--- config.mk ---
export PLATFORM = sky130hd
export DESIGN_NAME = lmp_fifo
export DESIGN_NICKNAME = d
export VERILOG_FILES = /design/src/sv/lmp_pkg.sv /design/src/sv/lmp_fifo.sv
export VERILOG_INCLUDE_DIRS = /design/src /design/src/sv
export SDC_FILE = /design/constraint.sdc
export NUM_CORES = 1
export LEC_CHECK = 0
export BUFFER_PORTS_ARGS = -buffer_cell sky130_fd_sc_hd__buf_2
export CAP_MARGIN = 20
export CORE_AREA = 2 2 94 187
export CTS_CLUSTER_DIAMETER = 80
export DETAILED_ROUTE_END_ITERATION = 10
export DIE_AREA = 0 0 96 189
export GPL_TIMING_DRIVEN = 0
export MAX_ROUTING_LAYER = met4
export PLACE_DENSITY = 0.64
export SYNTH_ARGS = -nofsm -noshare
export SYNTH_HDL_FRONTEND = slang
export SYNTH_SLANG_ARGS = --single-unit
--- constraint.sdc ---
create_clock -name clk_i -period 7.1 [get_ports clk_i]
set_input_delay 1.065 -clock clk_i [delete_from_list [all_inputs] [get_ports clk_i]]
set_output_delay 1.065 -clock clk_i [all_outputs]
set_load 0.03 [all_outputs]
--- src/sv/assert_macros.svh ---
// Assertion macros shared by the RTL of the linear move planner.
// Needs clk_i and rst_ni in the scope of the module that uses them.
`ifndef ASSERT_MACROS_SVH
`define ASSERT_MACROS_SVH

// Property must hold at every clock edge out of reset.
`define ASSERT_ALWAYS(lbl, prop, msg) \
  lbl: assert property (@(posedge clk_i) disable iff (!rst_ni) (prop)) else $error(msg);

// Property must never hold.
`define ASSERT_NEVER(lbl, prop, msg) \
  `ASSERT_ALWAYS(lbl, !(prop), msg)

`endif

--- src/sv/lmp_pkg.sv ---
// Package for the linear move planner: widths, codes, item and result types.
// No dependencies.
`default_nettype none
package lmp_pkg;

  localparam int unsigned POS_W  = 24;
  localparam int unsigned CNT_W  = 24;
  localparam int unsigned SPM_W  = 16;
  localparam int unsigned RATE_W = 20;
  localparam int unsigned FEED_W = 24;
  localparam int unsigned P_W    = SPM_W + FEED_W;
  localparam int unsigned SQ_W   = 2 * CNT_W;
  localparam int unsigned S_W    = SQ_W + 1;
  localparam int unsigned RAD_W  = 64;
  localparam int unsigned ROOT_W = RAD_W / 2;
  localparam int unsigned REM_W  = ROOT_W + 2;
  localparam int unsigned PH_W   = P_W / 2;
  localparam int unsigned PP_W   = CNT_W + PH_W;
  localparam int unsigned NP_W   = CNT_W + P_W;
  localparam int unsigned NUM_W  = NP_W + 1;
  localparam int unsigned QB     = RATE_W + 1;
  localparam int unsigned DIV_W  = ROOT_W + 2;
  localparam int unsigned FLR_W  = CNT_W + 10;
  localparam int unsigned CFG_W  = RATE_W;

  localparam logic [SPM_W-1:0]  SPM_RST      = 16'd100;
  localparam logic [RATE_W-1:0] MAX_RATE_RST = 20'd20000;
  localparam logic [9:0]        MS_PER_S     = 10'd1000;

  localparam logic CFG_SPM      = 1'b0;
  localparam logic CFG_MAX_RATE = 1'b1;

  typedef enum logic [1:0] {
    ST_PLANNED   = 2'd0,
    ST_BUSY      = 2'd1,
    ST_NO_MOTION = 2'd2
  } lmp_status_e;

  typedef struct packed {
    lmp_status_e      status;
    logic [CNT_W-1:0] nx;
    logic [CNT_W-1:0] ny;
    logic             dir_x;
    logic             dir_y;
    logic [P_W-1:0]   p;
  } lmp_item_t;

  typedef struct packed {
    lmp_status_e       status;
    logic [CNT_W-1:0]  x_steps;
    logic [CNT_W-1:0]  y_steps;
    logic              dir_x;
    logic              dir_y;
    logic [RATE_W-1:0] x_rate;
    logic [RATE_W-1:0] y_rate;
  } lmp_res_t;

endpackage
`default_nettype wire

--- src/sv/lmp_fifo.sv ---
// Two-entry queue of classified items between front and back end.
// Depends on lmp_pkg and assert_macros.svh.
`default_nettype none
`include "assert_macros.svh"
module lmp_fifo (
  input  wire logic               clk_i,
  input  wire logic               rst_ni,
  input  wire logic               in_valid_i,
  output logic                    in_ready_o,
  input  wire lmp_pkg::lmp_item_t in_item_i,
  output logic                    out_valid_o,
  input  wire logic               out_ready_i,
  output lmp_pkg::lmp_item_t      out_item_o
);

  lmp_pkg::lmp_item_t mem_q [2];
  logic               wp_q, rp_q;
  logic [1:0]         cnt_q;
  logic               push, pop;

  assign in_ready_o  = (cnt_q != 2'd2);
  assign out_valid_o = (cnt_q != 2'd0);
  assign push        = in_valid_i && in_ready_o;
  assign pop         = out_valid_o && out_ready_i;
  assign out_item_o  = mem_q[rp_q];

  always_ff @(posedge clk_i or negedge rst_ni) begin
    if (!rst_ni) begin
      wp_q  <= 1'b0;
      rp_q  <= 1'b0;
      cnt_q <= 2'd0;
    end else begin
      if (push) wp_q <= !wp_q;
      if (pop)  rp_q <= !rp_q;
      cnt_q <= cnt_q + 2'(push) - 2'(pop);
    end
  end

  always_ff @(posedge clk_i) begin
    if (push) begin
      mem_q[wp_q] <= in_item_i;
    end
  end

  `ASSERT_NEVER(a_cnt_range, cnt_q == 2'd3, "queue count out of range")
  `ASSERT_ALWAYS(a_ptr_gap, (cnt_q == 2'd1) == (wp_q != rp_q), "pointers disagree with count")

endmodule
`default_nettype wire

==> out/summary.txt <==
status: completed
class of the most critical setup path: flop to output pin
Clock Latency Late Sink: 420 ps
fraction of layout cells with a size suffix above 1: 61.91%
Detailed Routing Iterations Pass 1: 4
CP endpoint kind: output pin
global-route wire length before repair: 19550 µm
via count: 3585
clock sinks: 188
worst hold path class: input pin to asynchronous set/reset pin
GRT overflow: 0
setup bufs post-CTS: 0
total power: 4.000 mW
Total Wirelength: 13210 µm
fin crit period: 2818 ps
Syn Inst Count: 308
H-tree levels: 4
# port buffers: 189
fin nets: 617
Max Cap Violations: 0
Post-Syn Nets: 405
antenna violations before repair: 3
RSZ-0062 raised after global routing: false
YS warnings: 0
std cell rows: 67
Yosys reg bits: 188
fin crit share: 39.69%
Pleak: 3.288 nW
Final Instance Area: 0.008795 mm²
WP data arrival: 1750 ps
number of global-route vias before repair: 3930
Pwr Density: 454.8 mW/mm²
Util after Layout: 52.72%
cts bufs inserted: 17
critical path data required time: 6030 ps
highest clock rate: 354.9 MHz
DRC viols: 0
GRT Util Overall: 15.44%
CTS root buf: clkbuf_16
HPWL reported at the end of detailed placement: 9519 µm
Vias/cell: 4.825
core area: 0.01668 mm²
filler cell count: 1398
Pins Over Slew Limit: 0
DR iter-0 viols: 166
Routed Antenna Nets: 0
Max VDD drop: 0.3302 mV
Die Area: 0.01814 mm²
Final Hold Fails: 0
Finish-stage setup viols: 0
CTS tree: done
hold slack: 444.1 ps
count of different cell masters after synthesis: 19
WL/cell: 17.78 µm
Ports: 190
Setup Skew: 7.081 ps
Synth Cell Area: 0.006880 mm²
clk buf depth: 2
Reg clk slew, reported paths: 60 ps
largest net degree at the start of global routing: 53
GPL Wtd Cong: 0.7054
synth-to-layout area growth: 27.82%
slew margin rel.: 56.12%
flop2flop setup slack: 5000 ps
crit-path max FO: 10
DIE HEIGHT: 189 µm
# hold bufs at CTS: 0
Setup TNS: 0 ps
Critical Path Source Type: flop
Initial Util: 41.24%
Die Wd: 96 µm
actual slew at the worst max-slew pin: 656.7 ps
sequential-to-total area share from yosys stat: 81.76%
Post-DP Area: 0.008192 mm²
Avg Cell Area, Syn: 22.34 µm²
CTS resizes: 0
## layout by cell type (no fill, tap or decap)
cell,n
clkinv_2,4
inv_6,3
a311oi_1,1
buf_2,191
buf_12,2
o21ba_2,1
buf_16,2
xnor2_1,3
edfxtp_1,184
ha_1,1
and3_4,1
diode_2,3
mux2_2,92
or2_2,1
o21ai_0,1
clkbuf_16,17
buf_6,7
clkinv_1,1
nand2_1,2
nor2_1,2
clkinvlp_4,4
bufinv_16,3
buf_4,1
nand3_1,1
nand2b_1,1
nor2b_1,1
nor4bb_1,1
dfrtp_1,4
nor2_4,1
## synth_stat cells (all sizes together)
cell type	number	share of area (%)
mux2	92	15
ha	1	0.18
nand3	1	0.073
buf	10	1.4
nor2b	1	0.091
xnor2	3	0.38
nor4bb	1	0.15
nand2	2	0.11
or2	1	0.091
o21ai	1	0.073
and3	1	0.11
dfrtp	4	1.5
edfxtp	184	80
nor2	3	0.16
a311oi	1	0.13
o21ba	1	0.15
nand2b	1	0.091
## per-layer routing
layer,global-route usage [%],up-vias,share of wire [%]
li1,-,1655,-
met1,14.08,1780,33
met2,27.54,125,59
met3,4.019,25,4.5
met4,9.066,0,3.5
met5,-,-,0
## critical path: stages (launching register included)
cell	delay (ps)
dfrtp_1	360
buf_4	250
buf_6	190
mux2_2	360
buf_2	180
## logic make-up (layout without fill, tap and decap cells)
logic type      Yosys count  after routing  synth area share (%)
fa+ha+maj                 1              1                0.1818
mux                      92             92                 15.06
compound gates            3              3                0.3455
simple gates             11             11                0.8731
other cells               0              3                     0
xor+xnor                  3              3                0.3820
buf+inv                  10            235                 1.400
flops                   188            188                 81.76
## final timing paths
path                          start             end  cells past startpoint
min in group clk_i             wp_q            wp_q                      1
max reg2reg                cnt_q[0]    mem_q[0][39]                      5
min                          rst_ni        cnt_q[0]                      1
min reg2reg                    wp_q            wp_q                      1
max                            rp_q  out_item_o[28]                      4
max in group asynchronous    rst_ni            rp_q                      1
## state kept, by name (all words and copies together) (netlist names)
register / flops
cnt_q: 2
mem_q: 184
rp_q: 1
wp_q: 1
## power by group
part	leakage, nW	switching [mW]	internal (mW)
Clock	0.283	0.390	0.553
Sequential	1.76	0.0601	1.51
Combinational	1.25	0.953	0.529
Total	3.29	1.40	2.60
## final cells by class
cell class                 count  area (µm²)  share of cell area (%)
sequential                   188        5625                   63.96
multi-input combinational    110        1170                   13.30
timing repair buffer         193        1041                   11.84
clock buffer                  17       425.4                   4.837
tap                          207       259.0                   2.945
clock inverter                15       170.2                   1.935
buffer                        10       96.34                   1.095
antenna                        3       7.507                 0.08536
## per-stage QoR
stage | cells | setup slack [ps]
detailed placement | 708 | 4369
global route | 743 | 4177
global placement | 704 | -428.9
finish | 743 | 4282
floorplan | 308 | 1574
CTS | 740 | 4221
No activity file was read; power rests on OpenSTA's default activity.
