==> config.mk <==
export PLATFORM = sky130hd
export DESIGN_NAME = lmp_front
export DESIGN_NICKNAME = d
export VERILOG_FILES = /design/src/sv/assert_macros.svh /design/src/sv/lmp_pkg.sv /design/src/sv/lmp_front.sv
export SDC_FILE = /design/constraint.sdc
export NUM_CORES = 2
export LEC_CHECK = 0
export ABC_AREA = 1
export BUFFER_PORTS_ARGS = -buffer_cell sky130_fd_sc_hd__buf_4
export CAP_MARGIN = 30
export CORE_ASPECT_RATIO = 0.6
export CORE_MARGIN = 1.5
export CORE_UTILIZATION = 45
export DETAILED_ROUTE_END_ITERATION = 8
export PLACE_DENSITY = 0.62
export RECOVER_POWER = 25
export SLEW_MARGIN = 20
export SYNTH_ARGS = -nofsm -noshare
export SYNTH_HDL_FRONTEND = slang
export SYNTH_SLANG_ARGS = --single-unit
export TNS_END_PERCENT = 5
==> constraint.sdc <==
create_clock -name clk_i -period 13.96 [get_ports clk_i]
set_clock_uncertainty 0.2 [all_clocks]
set_input_delay 0 -clock clk_i [delete_from_list [all_inputs] [get_ports clk_i]]
set_output_delay 0 -clock clk_i [all_outputs]
set_load 0.01 [all_outputs]
==> src/sv/assert_macros.svh <==
// Assertion macros shared by the RTL of the linear move planner.
// Needs clk_i and rst_ni in the scope of the module that uses them.
`ifndef ASSERT_MACROS_SVH
`define ASSERT_MACROS_SVH

// Property must hold at every clock edge out of reset.
`define ASSERT_ALWAYS(lbl, prop, msg) \
  lbl: assert property (@(posedge clk_i) disable iff (!rst_ni) (prop)) else $error(msg);

// Property must never hold.
`define ASSERT_NEVER(lbl, prop, msg) \
  `ASSERT_ALWAYS(lbl, !(prop), msg)

`endif

==> src/sv/lmp_pkg.sv <==
// Package for the linear move planner: widths, codes, item and result types.
// No dependencies.
`default_nettype none
package lmp_pkg;

  localparam int unsigned POS_W  = 24;
  localparam int unsigned CNT_W  = 24;
  localparam int unsigned SPM_W  = 16;
  localparam int unsigned RATE_W = 20;
  localparam int unsigned FEED_W = 24;
  localparam int unsigned P_W    = SPM_W + FEED_W;
  localparam int unsigned SQ_W   = 2 * CNT_W;
  localparam int unsigned S_W    = SQ_W + 1;
  localparam int unsigned RAD_W  = 64;
  localparam int unsigned ROOT_W = RAD_W / 2;
  localparam int unsigned REM_W  = ROOT_W + 2;
  localparam int unsigned PH_W   = P_W / 2;
  localparam int unsigned PP_W   = CNT_W + PH_W;
  localparam int unsigned NP_W   = CNT_W + P_W;
  localparam int unsigned NUM_W  = NP_W + 1;
  localparam int unsigned QB     = RATE_W + 1;
  localparam int unsigned DIV_W  = ROOT_W + 2;
  localparam int unsigned FLR_W  = CNT_W + 10;
  localparam int unsigned CFG_W  = RATE_W;

  localparam logic [SPM_W-1:0]  SPM_RST      = 16'd100;
  localparam logic [RATE_W-1:0] MAX_RATE_RST = 20'd20000;
  localparam logic [9:0]        MS_PER_S     = 10'd1000;

  localparam logic CFG_SPM      = 1'b0;
  localparam logic CFG_MAX_RATE = 1'b1;

  typedef enum logic [1:0] {
    ST_PLANNED   = 2'd0,
    ST_BUSY      = 2'd1,
    ST_NO_MOTION = 2'd2
  } lmp_status_e;

  typedef struct packed {
    lmp_status_e      status;
    logic [CNT_W-1:0] nx;
    logic [CNT_W-1:0] ny;
    logic             dir_x;
    logic             dir_y;
    logic [P_W-1:0]   p;
  } lmp_item_t;

  typedef struct packed {
    lmp_status_e       status;
    logic [CNT_W-1:0]  x_steps;
    logic [CNT_W-1:0]  y_steps;
    logic              dir_x;
    logic              dir_y;
    logic [RATE_W-1:0] x_rate;
    logic [RATE_W-1:0] y_rate;
  } lmp_res_t;

endpackage
`default_nettype wire

==> src/sv/lmp_front.sv <==
// Front end: deltas, step counts, directions, feed product and classification.
// Depends on lmp_pkg.
`default_nettype none
module lmp_front (
  input  wire logic                       clk_i,
  input  wire logic                       rst_ni,
  input  wire logic                       in_valid_i,
  output logic                            in_ready_o,
  input  wire logic [lmp_pkg::POS_W-1:0]  tx_i,
  input  wire logic [lmp_pkg::POS_W-1:0]  ty_i,
  input  wire logic [lmp_pkg::POS_W-1:0]  cx_i,
  input  wire logic [lmp_pkg::POS_W-1:0]  cy_i,
  input  wire logic [lmp_pkg::FEED_W-1:0] feed_i,
  input  wire logic                       busy_i,
  input  wire logic [lmp_pkg::SPM_W-1:0]  spm_i,
  output logic                            out_valid_o,
  input  wire logic                       out_ready_i,
  output lmp_pkg::lmp_item_t              out_item_o
);

  localparam int unsigned MAG_W = lmp_pkg::POS_W + 1;
  localparam int unsigned PR_W  = MAG_W + lmp_pkg::SPM_W;
  localparam int unsigned NF_W  = PR_W - 8;

  logic                       va_q, vb_q;
  logic [MAG_W-1:0]           magx_q, magy_q;
  logic                       negx_q, negy_q, busy_q;
  logic [lmp_pkg::FEED_W-1:0] feed_q;
  lmp_pkg::lmp_item_t         item_q, item_d;
  logic                       en_a, en_b;
  logic signed [MAG_W-1:0]    dx, dy;
  logic [PR_W-1:0]            rx, ry;
  logic [NF_W-1:0]            nfx, nfy;
  logic                       zx, zy;

  assign en_b       = !vb_q || out_ready_i;
  assign en_a       = !va_q || en_b;
  assign in_ready_o = en_a;

  assign dx = $signed({tx_i[lmp_pkg::POS_W-1], tx_i}) - $signed({cx_i[lmp_pkg::POS_W-1], cx_i});
  assign dy = $signed({ty_i[lmp_pkg::POS_W-1], ty_i}) - $signed({cy_i[lmp_pkg::POS_W-1], cy_i});

  always_ff @(posedge clk_i or negedge rst_ni) begin
    if (!rst_ni) begin
      va_q <= 1'b0;
    end else if (en_a) begin
      va_q <= in_valid_i;
    end
  end

  always_ff @(posedge clk_i) begin
    if (en_a && in_valid_i) begin
      negx_q <= dx[MAG_W-1];
      negy_q <= dy[MAG_W-1];
      magx_q <= dx[MAG_W-1] ? MAG_W'(-dx) : MAG_W'(dx);
      magy_q <= dy[MAG_W-1] ? MAG_W'(-dy) : MAG_W'(dy);
      feed_q <= feed_i;
      busy_q <= busy_i;
    end
  end

  always_comb begin
    rx  = PR_W'(magx_q) * PR_W'(spm_i) + PR_W'(128);
    ry  = PR_W'(magy_q) * PR_W'(spm_i) + PR_W'(128);
    nfx = rx[PR_W-1:8];
    nfy = ry[PR_W-1:8];
    zx  = (nfx == '0);
    zy  = (nfy == '0);
    item_d.nx    = (|nfx[NF_W-1:lmp_pkg::CNT_W]) ? '1 : nfx[lmp_pkg::CNT_W-1:0];
    item_d.ny    = (|nfy[NF_W-1:lmp_pkg::CNT_W]) ? '1 : nfy[lmp_pkg::CNT_W-1:0];
    item_d.dir_x = !negx_q || zx;
    item_d.dir_y = !negy_q || zy;
    item_d.p     = lmp_pkg::P_W'(feed_q) * lmp_pkg::P_W'(spm_i);
    if (busy_q) begin
      item_d.status = lmp_pkg::ST_BUSY;
    end else if (zx && zy) begin
      item_d.status = lmp_pkg::ST_NO_MOTION;
    end else begin
      item_d.status = lmp_pkg::ST_PLANNED;
    end
  end

  always_ff @(posedge clk_i or negedge rst_ni) begin
    if (!rst_ni) begin
      vb_q <= 1'b0;
    end else if (en_b) begin
      vb_q <= va_q;
    end
  end

  always_ff @(posedge clk_i) begin
    if (en_b && va_q) begin
      item_q <= item_d;
    end
  end

  assign out_valid_o = vb_q;
  assign out_item_o  = item_q;

endmodule
`default_nettype wire

==> metrics <==
status=complete, no violations; Port-buffer cells=234; worst rel slew slack=34.8%; number of synthesized register bits=171; post-placement cell count=8134; post-synthesis mux area share=0%; Synth area leader=fa_1; Root Buffer=clkbuf_16; Total GRT Usage=26.7%; ys flop type=edfxtp_1; final antenna-violating net count=0; crit path launch type=register; CP max-delay cell=edfxtp_1; hpwl dp=118000 µm; largest family of logic cells by synthesized area=adder cells; Arrival @ worst endpoint=7.49 ns; Worst-path clk slew=0.09 ns; DIE HEIGHT=263 µm; Syn Area/Cell=7.58 µm²; Synth Area in Compound Gates=3.96%; Adder-Cell Fraction of Synth Area=47.9%; drt total wl=149000 µm; Netlist cell types=50; area share of and/or/nand/nor cells after synthesis=19.2%; Crit Path Max Fanout=22; area growth from synthesis to layout=7.83%; Synth top cells by count=inv_1 (1935), nand2_1 (1861), fa_1 (948); vias in the first global route=42434; Final #Nets=8263; final hold viol count=0; Non-Filler Instances=8256; final setup TNS=0 ns; Routed WL per cell=18.0 µm; die area=114000 µm²; Post-Syn Nets=8179; unrepaired setup endpoints after global routing=false; Final Cycle Share=53.2%; core area=110000 µm²; row count=94; top sig layer=met4; Max-Cap Viols=0; Hold Crit Depth=4; Starting Density=45.8%; Tightest Pin Transition=0.977 ns; final number of setup-violating endpoints=0; Seq/Total Area, Yosys=10.1%; first-pass GRT wire length=239000 µm; clock latency on the worst-skew pair=0.56 ns; post-cts resize count=0; Post-route DRC=0; total CTS buffers=17; Max Fclk=135 MHz; Post-synth EDFFs=169; CTS tree=yes; routed length on met2=64400 µm; count leader, synth=inv_1; post-synthesis cell area=50500 µm²; clock sinks=171; Routed met1 length=68600 µm; area share of the largest cell type after synthesis=37.5%; R2R depth=28; initial antenna violation count=0; I/O pins=235; Worst path max stage delay=0.94 ns; xor and xnor fraction of the mapped netlist area=2.23%; routed via count=41362; CTS Hold Bufs=88; Worst Setup End Kind=register; crit path time final=7.43 ns; FF-to-FF setup slack=6.53 ns; total gr overflow=0; Post-Synthesis Cells=6670; via/cell ratio=5.01; H-tree Lvls=4; GPL Wtd Cong=0.934; Routed met3 length=13100 µm; layout cells sized above 1=3.86%; yosys warns=0; Synth area leaders=fa_1 (38%), inv_1 (14%), nand2_1 (14%); Detailed Routing Iterations Pass 1=6; Die X=436 µm; drt initial violations=3543; Hold Path Class=in2reg; Async SR Flop Fraction=1.17%; worst path required time=14.02 ns; Setup Fix Bufs, Post-CTS=0; pin count of the biggest net entering global routing=54; clk buf depth=2; critical setup path kind=reg2reg; Final Max Slew Viols=0
metrics by stage:
stage	cell area (µm²)	util [%]	hold WS (ns)	setup WS [ns]
finish	54500	49.4	0.0278	6.53
floorplan	50500	-	-0.496	7.64
CTS	54800	49.6	0.000396	6.61
detailed placement	53300	48.3	-0.415	6.55
global route	54500	49.3	0.0516	6.17
global placement	53200	48.2	-0.415	6.53
per-layer routing:
layer	vias to the layer above	GRT usage, %
met5	-	0
met4	0	5.37
met3	138	5.38
met2	1570	40.5
met1	20328	39.6
li1	19326	-
cells in the final DEF, fill, tap and decap left out, types with 88 or more instances in the layout:
cell type      synthesis  routed
inv_1               1935    1934
nand2_1             1861    1861
fa_1                 948     948
ha_1                 420     420
nor2_1               276     276
a21oi_1              183     182
edfxtp_1             169     169
nand3_1              148     148
buf_4                  4     146
dlygate4sd3_1          0      88
area by class of cell:
cell class / instances / area (µm²)
Clock inverter: 13 / 155
Multi-Input combinational cell: 4278 / 37100
Antenna cell: 1 / 2.50
Sequential cell: 171 / 5120
Clock buffer: 19 / 433
Tap cell: 1488 / 1860
Timing Repair Buffer: 345 / 2570
Fill cell: 10994 / 55900
Inverter: 1941 / 7290
critical path, delay by kind of cell, from the launching register on:
| kind | cells | cell delay, ns |
|---|---|---|
| AO/OA/AOI/OAI | 1 | 0.36 |
| flip-flops | 1 | 0.94 |
| adder cells (fa/ha/maj) | 7 | 3.43 |
| AND/OR/NAND/NOR | 12 | 1.48 |
| buffers and inverters | 8 | 0.72 |
logic make-up after synthesis:
kind of cell               after synthesis
xor gates and xnor gates               126
adders and majority gates             1368
and+or+nand+nor                       2428
DFF                                    171
buffers and inverters                 2221
AOI/OAI and AO/OA                      356
sequential cells by signal, indices dropped and copies added (netlist names):
register	flops
busy_q	1
out_valid_o	1
magy_q	25
va_q	1
out_item_o	92
magx_q	25
feed_q	24
negy_q	1
negx_q	1
path summary, 6_finish.rpt:
path / start / end
worst min-delay path: tx_i[8] / magx_q[8]
worst min register to register: busy_q / out_item_o[90]
worst max register to register: magy_q[7] / out_item_o[65]
min in group asynchronous: rst_ni / va_q
worst max-delay path: magy_q[7] / out_item_o[65]
max in group asynchronous: rst_ni / out_valid_o
Power is left out: the tool's default activity adds up to more than one toggle a clock period on the data nets, which glitch-free logic cannot reach.
